File: config.mk
export PLATFORM = sky130hd
export DESIGN_NAME = letter_order_topo_sort_unit
export DESIGN_NICKNAME = d
export VERILOG_FILES = /design/src/rtl/core/lots_pkg.sv /design/src/rtl/core/letter_order_topo_sort_unit.sv /design/src/rtl/core/lots_graph.sv
export SDC_FILE = /design/constraint.sdc
export NUM_CORES = 2
export LEC_CHECK = 0
export ABC_AREA = 1
export CAP_MARGIN = 5
export CELL_PAD_IN_SITES_DETAIL_PLACEMENT = 1
export CELL_PAD_IN_SITES_GLOBAL_PLACEMENT = 1
export CORE_AREA = 5 5 467 469
export CTS_CLUSTER_DIAMETER = 80
export CTS_CLUSTER_SIZE = 8
export DETAILED_ROUTE_END_ITERATION = 8
export DIE_AREA = 0 0 472 474
export DONT_BUFFER_PORTS = 1
export GPL_TIMING_DRIVEN = 0
export HOLD_SLACK_MARGIN = 0.08
export PLACE_DENSITY_LB_ADDON = 0.1
export REMOVE_ABC_BUFFERS = 1
export SYNTH_ARGS = -nofsm -noshare
export SYNTH_HDL_FRONTEND = slang
export SYNTH_HIERARCHICAL = 1
export SYNTH_SLANG_ARGS = --single-unit
File: constraint.sdc
create_clock -name i_clk -period 9.6 [get_ports i_clk]
set_input_delay 0.96 -clock i_clk [delete_from_list [all_inputs] [get_ports i_clk]]
set_output_delay 0.96 -clock i_clk [all_outputs]
set_load 0.005 [all_outputs]
File: src/rtl/core/lots_pkg.sv
// Shared constants, types and state encodings of the letter order sorter.
package lots_pkg;

    localparam int ALPHA_SIZE   = 26;
    localparam int MAX_WORD_LEN = 64;
    localparam int LETTER_W     = 5;
    localparam int CNT_W        = $clog2(ALPHA_SIZE + 1);
    localparam int POS_W        = $clog2(MAX_WORD_LEN + 1);
    localparam int ADDR_W       = $clog2(MAX_WORD_LEN);
    localparam int BYTE_W       = 8;

    localparam logic [LETTER_W-1:0] LAST_LETTER = LETTER_W'(ALPHA_SIZE - 1);

    typedef enum logic [0:0] {
        IN_IDLE,
        IN_CMP
    } t_in_state;

    typedef enum logic [2:0] {
        G_IDLE,
        G_SEED,
        G_POP,
        G_SCAN,
        G_CHECK,
        G_EMIT
    } t_g_state;

    typedef struct packed {
        logic                set_edge;
        logic [LETTER_W-1:0] edge_from;
        logic [LETTER_W-1:0] edge_to;
        logic                mark;
        logic [LETTER_W-1:0] letter;
        logic                start;
    } t_graph_req;

endpackage

File: src/rtl/core/letter_order_topo_sort_unit.sv
// Top level of the letter order sorter: word intake and comparison, graph walk.
// Each letter item is handled in two steps: the stored letter of the previous
// word at the current position is read from the 64-entry word memory, then it is
// compared, an edge set and the new letter written back. The item that ends the
// list starts the walk, during which no item is taken: seeding over all 26
// letters, one pop per queued letter until the queue runs dry, a scan of all 26
// rows per used letter, one check, then one result per cycle as the output
// side takes them.
// Intake resumes once the final result sits in the output register.
module letter_order_topo_sort_unit
    import lots_pkg::*;
(
    input  logic              i_clk,
    input  logic              i_rst_n,
    input  logic              s_tvalid,
    output logic              s_tready,
    input  logic [BYTE_W-1:0] s_tdata,  // letter
    input  logic              s_tuser,  // word_end
    input  logic              s_tlast,  // list_end
    output logic              m_tvalid,
    input  logic              m_tready,
    output logic [BYTE_W-1:0] m_tdata,  // out_letter
    output logic              m_tuser,  // order_found
    output logic              m_tlast   // last_of_run
);

    t_in_state r_in_state, n_in_state;

    logic [LETTER_W-1:0] r_prev_word [MAX_WORD_LEN];
    logic [LETTER_W-1:0] r_prev_q, r_ch, ch_in;
    logic                r_wend, r_lend;
    logic [POS_W-1:0]    r_pos, r_prev_len, pos_inc;
    logic                r_diff, r_first;
    logic                graph_busy, in_range, do_cmp, new_edge;
    t_graph_req          req;

    always_comb begin
        n_in_state = r_in_state;
        unique case (r_in_state)
            IN_IDLE: if (s_tvalid && s_tready) n_in_state = IN_CMP;
            IN_CMP:  n_in_state = IN_IDLE;
            default: n_in_state = IN_IDLE;
        endcase
    end

    always_comb begin
        s_tready      = (r_in_state == IN_IDLE) && !graph_busy;
        ch_in         = (s_tdata[LETTER_W-1:0] > LAST_LETTER) ? LAST_LETTER
                                                               : s_tdata[LETTER_W-1:0];
        in_range      = (r_pos < POS_W'(MAX_WORD_LEN));
        do_cmp        = in_range && !r_first && !r_diff && (r_pos < r_prev_len);
        new_edge      = do_cmp && (r_prev_q != r_ch);
        pos_inc       = in_range ? r_pos + 1'b1 : r_pos;
        req.mark      = (r_in_state == IN_CMP);
        req.letter    = r_ch;
        req.set_edge  = (r_in_state == IN_CMP) && new_edge;
        req.edge_from = r_prev_q;
        req.edge_to   = r_ch;
        req.start     = (r_in_state == IN_CMP) && r_lend;
    end

    always_ff @(posedge i_clk) begin
        r_prev_q <= r_prev_word[r_pos[ADDR_W-1:0]];
        if (r_in_state == IN_CMP && in_range) begin
            r_prev_word[r_pos[ADDR_W-1:0]] <= r_ch;
        end
        if (s_tvalid && s_tready) begin
            r_ch   <= ch_in;
            r_wend <= s_tuser || s_tlast;
            r_lend <= s_tlast;
        end
    end

    always_ff @(posedge i_clk) begin
        if (!i_rst_n) begin
            r_in_state <= IN_IDLE;
            r_pos      <= '0;
            r_prev_len <= '0;
            r_diff     <= 1'b0;
            r_first    <= 1'b1;
        end else begin
            r_in_state <= n_in_state;
            if (r_in_state == IN_CMP) begin
                if (new_edge) r_diff <= 1'b1;
                r_pos <= pos_inc;
                if (r_wend) begin
                    r_prev_len <= pos_inc;
                    r_pos      <= '0;
                    r_diff     <= 1'b0;
                    r_first    <= 1'b0;
                end
                if (r_lend) begin
                    r_prev_len <= '0;
                    r_first    <= 1'b1;
                end
            end
        end
    end

    lots_graph u_graph (
        .i_clk    (i_clk),
        .i_rst_n  (i_rst_n),
        .i_req    (req),
        .o_busy   (graph_busy),
        .m_tvalid (m_tvalid),
        .m_tready (m_tready),
        .m_tdata  (m_tdata),
        .m_tuser  (m_tuser),
        .m_tlast  (m_tlast)
    );

endmodule

File: src/rtl/core/lots_graph.sv
// Precedence graph store, Kahn walk sequencer and result output register.
module lots_graph
    import lots_pkg::*;
(
    input  logic              i_clk,
    input  logic              i_rst_n,
    input  t_graph_req        i_req,
    output logic              o_busy,
    output logic              m_tvalid,
    input  logic              m_tready,
    output logic [BYTE_W-1:0] m_tdata,  // out_letter
    output logic              m_tuser,  // order_found
    output logic              m_tlast   // last_of_run
);

    t_g_state r_state, n_state;

    logic [ALPHA_SIZE-1:0] r_edge [ALPHA_SIZE];
    logic [ALPHA_SIZE-1:0] r_used;
    logic [LETTER_W-1:0]   r_queue [ALPHA_SIZE];
    logic [LETTER_W-1:0]   r_order [ALPHA_SIZE];
    logic [CNT_W-1:0]      r_head, r_tail, r_count;
    logic [LETTER_W-1:0]   r_idx, r_nx;
    logic                  r_fail;
    logic                  r_out_valid;
    logic [LETTER_W-1:0]   r_out_letter;
    logic                  r_out_found, r_out_last;

    logic [ALPHA_SIZE-1:0] row_sel, row_clr;
    logic [LETTER_W-1:0]   head_letter;
    logic [CNT_W-1:0]      cnt_dec;
    logic                  queue_empty, push, out_load, emit_last, any_edge, idx_last;

    always_comb begin
        any_edge = 1'b0;
        for (int i = 0; i < ALPHA_SIZE; i++) begin
            any_edge = any_edge | (|r_edge[i]);
        end
    end

    always_comb begin
        row_sel          = r_edge[r_idx];
        row_clr          = row_sel;
        row_clr[r_nx]    = 1'b0;
        head_letter      = r_queue[r_head[LETTER_W-1:0]];
        queue_empty      = (r_head == r_tail);
        idx_last         = (r_idx == LAST_LETTER);
        cnt_dec          = r_count - 1'b1;
        emit_last        = r_fail || (r_count == CNT_W'(1));
        out_load         = (r_state == G_EMIT) && (!r_out_valid || m_tready);
        push             = 1'b0;
        unique case (r_state)
            G_SEED:  push = (row_sel == '0);
            G_SCAN:  push = row_sel[r_nx] && (row_clr == '0);
            default: push = 1'b0;
        endcase
    end

    always_comb begin
        n_state = r_state;
        unique case (r_state)
            G_IDLE:  if (i_req.start) n_state = G_SEED;
            G_SEED:  if (idx_last) n_state = G_POP;
            G_POP: begin
                if (queue_empty) begin
                    n_state = G_CHECK;
                end else if (r_used[head_letter]) begin
                    n_state = G_SCAN;
                end
            end
            G_SCAN:  if (idx_last) n_state = G_POP;
            G_CHECK: n_state = G_EMIT;
            G_EMIT:  if (out_load && emit_last) n_state = G_IDLE;
            default: n_state = G_IDLE;
        endcase
    end

    always_ff @(posedge i_clk) begin
        if (!i_rst_n) begin
            r_state     <= G_IDLE;
            r_edge      <= '{default: '0};
            r_used      <= '0;
            r_head      <= '0;
            r_tail      <= '0;
            r_count     <= '0;
            r_idx       <= '0;
            r_fail      <= 1'b0;
            r_out_valid <= 1'b0;
        end else begin
            r_state <= n_state;
            if (out_load) begin
                r_out_valid <= 1'b1;
            end else if (m_tready) begin
                r_out_valid <= 1'b0;
            end
            if (push) begin
                r_tail <= r_tail + 1'b1;
            end
            unique case (r_state)
                G_IDLE: begin
                    if (i_req.mark) r_used[i_req.letter] <= 1'b1;
                    if (i_req.set_edge) r_edge[i_req.edge_from][i_req.edge_to] <= 1'b1;
                    r_idx <= '0;
                end
                G_SEED: begin
                    r_idx <= idx_last ? '0 : r_idx + 1'b1;
                end
                G_POP: begin
                    r_idx <= '0;
                    if (!queue_empty) begin
                        r_head <= r_head + 1'b1;
                        if (r_used[head_letter]) r_count <= r_count + 1'b1;
                    end
                end
                G_SCAN: begin
                    if (row_sel[r_nx]) r_edge[r_idx] <= row_clr;
                    r_idx <= idx_last ? '0 : r_idx + 1'b1;
                end
                G_CHECK: begin
                    r_fail <= any_edge || (r_count == '0);
                end
                G_EMIT: begin
                    if (out_load) begin
                        if (emit_last) begin
                            r_edge  <= '{default: '0};
                            r_used  <= '0;
                            r_head  <= '0;
                            r_tail  <= '0;
                            r_count <= '0;
                            r_fail  <= 1'b0;
                        end else begin
                            r_count <= cnt_dec;
                        end
                    end
                end
                default: r_idx <= '0;
            endcase
        end
    end

    always_ff @(posedge i_clk) begin
        if (push) begin
            r_queue[r_tail[LETTER_W-1:0]] <= r_idx;
        end
        if (r_state == G_POP && !queue_empty && r_used[head_letter]) begin
            r_order[r_count[LETTER_W-1:0]] <= head_letter;
            r_nx                           <= head_letter;
        end
        if (out_load) begin
            r_out_letter <= r_fail ? '0 : r_order[cnt_dec[LETTER_W-1:0]];
            r_out_found  <= !r_fail;
            r_out_last   <= emit_last;
        end
    end

    assign o_busy   = (r_state != G_IDLE);
    assign m_tvalid = r_out_valid;
    assign m_tdata  = BYTE_W'(r_out_letter);
    assign m_tuser  = r_out_found;
    assign m_tlast  = r_out_last;

    a_tail_bound: assert property (@(posedge i_clk) disable iff (!i_rst_n)
        r_tail <= CNT_W'(ALPHA_SIZE))
        else $error("queue tail past alphabet");

    a_head_tail: assert property (@(posedge i_clk) disable iff (!i_rst_n)
        r_head <= r_tail)
        else $error("queue head past tail");

    a_idle_clean: assert property (@(posedge i_clk) disable iff (!i_rst_n)
        (r_state == G_IDLE) |-> (r_count == '0 && r_tail == '0 && !r_fail))
        else $error("walk state not cleared");

endmodule

### Yosys cells after proc, flatten, opt, wreduce, memory -nomap -nowiden

Memories as Yosys holds them, arrays and structs flattened. A register that Yosys moved wholly into a read port is not among the register bits.
Cells that the tools add are included.
W data, S select, Z words.

| cells by class | value |
|---|---|
| $add $sub $neg | 6 |
| $lt $le $gt $ge | 12 |
| equality and inequality tests | 20 |
| multiplexer cells | 70 |
| bitwise logic cells | 32 |
| reductions and logical operators | 76 |

Operator list:

| kind | number |
|---|---|
| $mux W676 | 4 |
| $pmux W676 S3 | 1 |
| $bwmux W676 | 1 |
| $or A676 B676 Y676 | 1 |
| $reduce_or A26 Y1 | 26 |
| $demux W26 S5 | 2 |
| $mux W26 | 7 |
| $bmux W26 S5 | 1 |
| $mux W5 | 14 |
| $logic_not A26 Y1 | 2 |
| $pmux W26 S2 | 1 |
| $pmux W5 S2 | 3 |
| $mux W7 | 4 |
| $and A26 B26 Y26 | 1 |
| $not A26 Y26 | 1 |
| $or A26 B26 Y26 | 1 |
| $or A1 B1 Y1 | 25 |
| $add A5 B1 Y5 const B | 4 |
| $mux W1 | 19 |
| $logic_and A1 B1 Y1 | 18 |
| $lt A5 B6 Y1 const B | 3 |
| $reduce_and A4 Y1 | 4 |
| $mux W3 | 5 |
| $pmux W3 S5 | 1 |
| 33 further kinds | 67 |

| storage, ports and cells | value |
|---|---|
| flip-flop bits (word level) | 758 |
| memory bits (writable) | 580 |
| bits of input ports | 14 |
| word-level logic and storage cells | 264 |
| memories kept | 3 |

Memory list:

| memory | depth | width | read ports | clocked after Yosys merged registers in | wr ports | RTL line | RTL |
|---|---|---|---|---|---|---|---|
| r_prev_word | 64 | 5 | 1 | 1 | 1 | letter_order_topo_sort_unit.sv:29 | `logic [LETTER_W-1:0] r_prev_word [MAX_WORD_LEN];` |
| u_graph.r_order | 26 | 5 | 1 | 1 | 1 | lots_graph.sv:21 | `logic [LETTER_W-1:0] r_order [ALPHA_SIZE];` |
| u_graph.r_queue | 26 | 5 | 1 | 1 | 1 | lots_graph.sv:20 | `logic [LETTER_W-1:0] r_queue [ALPHA_SIZE];` |

### Longest topological paths before layout

| depth | value |
|---|---|
| word-level depth | 28 |
| depth in mapped cells | 27 |

### By module

The synthesis kept the hierarchy.

Modules (own cells, without submodules):

| module | instances | cells each | area an instance (um^2) | sequential area each (um^2) |
|---|---|---|---|---|
| lots_graph | 1 | 11276 | 69753.1 | 22821.9 |
| letter_order_topo_sort_unit | 1 | 1530 | 15155.8 | 10259.8 |

### Least setup slack after synthesis

Ideal clock, no wire load.

| timing path | value |
|---|---|
| kind | register to register |
| from | register with a tool-made name |
| to | memory u_graph.r_order[12][0] (enable) |
| arrival time | 3.721 ns |
| required time | 9.226 ns |
| setup slack | 5.505 ns |
| stages on the path, launching flop included | 16 |
| buffers on the path | 3 |
| period minus slack after synthesis | 4.095 ns |
| path through | dfxtp_1 -> buf_2 -> buf_2 -> buf_2 -> nor2_1 -> o221ai_1 -> nand3_1 -> nand2_1 -> inv_1 -> o21ai_0 -> nand3_1 -> nand2_1 -> nand2_2 -> inv_1 -> nand2_1 -> nor3_1 |

RTL lines:

| element | RTL line |
|---|---|
| to (decl) | lots_graph.sv:21 |

==> results.tsv <==
stage	metric	value	unit
power	p_int	15.5	mW
timing	skew	0.0609	ns
timing	tns	0	ns
timing	worstMarginPinSlew	3.19	ns
routing	wl_per_cell	26.4	um
clock_network	cts.htree.levels	4	
synthesis	synth_cells	12806	
routing	drtPass1Iterations	6	
global_routing	grt_pass1_vias	93465	
critical_path	cp.arrival	7.86	ns
synthesis	synth.top_cell.area_share	21.2	%
synthesis	async_flop_share	0	%
power	switchingPower	13.2	mW
synthesis	yosysWarnings	6	
routing	vias	92933	
synthesis	seq_area_frac_synth	39.0	%
power	switching_share	46.0	%
clock_network	post_cts_buffers	0	
routing	vias_per_cell	6.12	
critical_path	r2r_cells	18	
floorplan	dieArea	224000	um2
floorplan	num_rows	170	
routing	drt_iter0_markers	9276	
outcome	violations	max-slew violations	
global_routing	grt_usage	34.3	%
power	sequentialPowerShare	28.0	%
synthesis	synth_flop_cell	dfxtp_1	
synthesis	synth_edf_count	599	
worst_hold_path	hold-path-endpoint	r_ch[3]$_SDFFCE_PN1P_	
critical_path	crit_fanout	32	
critical_path	crit_buf_inv	3	
global_routing	grt_pass1_wl	595	mm
finish	layout_common_cells	nand2_1, a21oi_1, nor2_1	
floorplan	num_io_pins	26	
clock_network	cts_tree	yes	
synthesis	synth.distinct_cells	48	
power	pwr-share-comb	49.0	%
timing	holdWs	0.164	ns
timing	fin_crit_sh	76.8	%
outcome	status	complete, but fails checks	
routing	ant_nets	0	
placed_design	gp_congestion	0.881	
clock_network	numCtsBuffers	190	
synthesis	synth_area	84900	um2
floorplan	fp.coreArea	214000	um2
synthesis	synth_seq_cells	1353	
critical_path	crit_type	flip-flop to flip-flop	
worst_hold_path	hp-start	s_tdata[3]	
critical_path	timing.critical_path.mode_cell	nand3_1	
critical_path	slowest_delay	1.13	ns
worst_hold_path	hold_path_depth	0	
clock_network	cts-hold-fix-buffers	0	
floorplan	die_w	472	um
clock_network	clkTransAtPathRegs	0.05	ns
global_routing	antenna_found_initial	11	
clock_network	clkSinkCount	1353	
finish	mostFrequentLayoutCell	nand2_1	
global_routing	grt.overflow.total	0	
finish	fin_nets	12264	
finish	final_util	44.7	%
critical_path	r2r_end	u_graph/r_order[12][2]$_DFFE_PP_	
clock_network	cts_resized	0	
timing	rsz0062_at_grt	no	
timing	relSlewSlack	-112	%
floorplan	die_h	474	um
clock_network	clock_latency	0.89	ns
power	clkPwrFrac	23.0	%
power	power_leakage	38.5	nW
placed_design	hpwl	264	mm
timing	layout_min_cycle_time	7.37	ns
global_routing	grt_max_degree	692	
critical_path	worst_path_max_delay_cell	dfxtp_1	
timing	drv_slew	566	
synthesis	yosys-top-cells-area	edfxtp_1, dfxtp_1, nand2_1, a21oi_1, nor2_1	
synthesis	yosysTopAreaCell	edfxtp_1	
finish	syn2layout_area_growth	12.4	%
worst_hold_path	hold_class	input port to flip-flop	
critical_path	endpoint_kind	flip-flop	
routing	wirelength	401	mm
clock_network	cts.path.max_buffers	3	
critical_path	cp_top_family	simple AND/OR/NAND/NOR gates	
routing	drcViolationCount	0	
critical_path	crit_chain	inv_1, nand3_1, nand3_1, nand2_1, nand2_1, nand3_1, nand2_1, inv_1, nand2_1, nand3_1, nand3_1, nand3_1, nand3_1, nand2_1, nand2_2, inv_1, nand2_1, nor3_1	
finish	drive_gt1_share	5.33	%
clock_network	root_buffer	clkbuf_16	
synthesis	syn_avg_cell_area	6.63	um2
power	peakVddDrop	0.221	mV
critical_path	r2r_slack	2.23	ns
timing	hold_viol	0	
timing	setup_viol_count_final	0	
job	max_cap_viol_count	0	
power	power_density	300	nW/um2
critical_path	cp-start-kind	flip-flop	
critical_path	critPathRequiredTime	10.09	ns
timing	clock.fmax	136	MHz
placed_design	io_buffers	0	
floorplan	initial_core_util	39.8	%
-- final cells by class --
cell class | count | area, um2
Sequential cell | 1353 | 33100
Clock inverter | 20 | 452
Multi-Input combinational cell | 9773 | 44800
Timing Repair Buffer | 295 | 5980
Fill cell | 26928 | 118000
Clock buffer | 286 | 5180
Antenna cell | 2 | 5.00
Tap cell | 2838 | 3550
Inverter | 616 | 2340
-- worst max-delay path by stage --
stage | startpoint | end | slack [ns] | cells past startpoint
final | flip-flop | u_graph/r_order[12][2]$_DFFE_PP_ | 2.23 | 18
after global routing | flip-flop | u_graph/r_order[12][2]$_DFFE_PP_ | 1.59 | 18
after CTS | flip-flop | u_graph/r_order[12][0]$_DFFE_PP_ | 2.00 | 18
after detailed placement | flip-flop | u_graph/r_order[14][1]$_DFFE_PP_ | 2.02 | 18
after global placement | u_graph/r_state[0]$_SDFFE_PN0P_ | u_graph/r_edge[663]$_SDFFE_PN0P_ | -172.96 | 7
after floorplan | u_graph/r_state[0]$_SDFFE_PN0P_ | u_graph/r_edge[0]$_SDFFE_PN0P_ | -71.15 | 8
-- cells in the mapped netlist (192+ instances only) --
library cell,instances
nand2_1,3623
nor2_1,1831
a21oi_1,1762
nand3_1,1171
dfxtp_1,754
edfxtp_1,599
inv_1,585
clkbuf_1,583
a31oi_1,429
o21a_1,259
buf_2,239
o21ai_0,192
-- power groups by stage --
stage | Sequential [mW] | Clock (mW) | Combinational, mW
CTS | 7.96 | 6.70 | 13.7
detailed placement | 8.07 | 0 | 13.6
finish | 8.01 | 6.60 | 14.1
global placement | 7.46 | 0 | 7.60
global route | 8.10 | 6.94 | 15.1
floorplan | 7.32 | 0 | 5.82
-- stage by stage --
| stage | cells | setup slack [ns] | area [um2] | power (mW) |
|---|---|---|---|---|
| 2_1_floorplan | 11742 | -71.15 | 79600 | 13.1 |
| 3_3_place_gp | 14580 | -172.96 | 83100 | 15.1 |
| 3_5_place_dp | 14873 | 2.02 | 89800 | 21.7 |
| 4_1_cts | 15179 | 2.00 | 95400 | 28.4 |
| 5_1_grt | 15182 | 1.59 | 95400 | 30.1 |
| 6_report | 15183 | 2.23 | 95400 | 28.7 |
-- per-layer routing --
layer  global-route usage (%)  vias up  share of wire (%)
li1                         -    41710                  -
met1                     43.8    46295                 41
met2                     53.9     3824                 44
met3                     5.47     1100                7.3
met4                     22.6        4                7.6
met5                        0        -             0.0070
-- flip-flops by register name, summed over array words and instances, names as in the netlist, 3 cells and up, named ones only --
| register | flops |
|---|---|
| r_ch | 5 |
| r_pos | 7 |
| r_prev_len | 7 |
| r_prev_q | 5 |
| r_prev_word | 320 |
| u_graph/r_count | 5 |
| u_graph/r_edge | 676 |
| u_graph/r_head | 5 |
| u_graph/r_idx | 5 |
| u_graph/r_nx | 5 |
| u_graph/r_order | 130 |
| u_graph/r_out_letter | 5 |
| u_graph/r_queue | 130 |
| u_graph/r_state | 3 |
| u_graph/r_tail | 5 |
| u_graph/r_used | 26 |
-- kinds of logic after synthesis --
logic type / Yosys count / share of synthesized area (%)
AOI/OAI and AO/OA: 2802 / 18.3
and+or+nand+nor: 6929 / 33.2
DFF: 1353 / 39.0
buffers and inverters: 1682 / 8.99
xor gates and xnor gates: 18 / 0.186
adders and majority gates: 21 / 0.309
other: 1 / 0.00442
(Power assumes the default switching activity.)
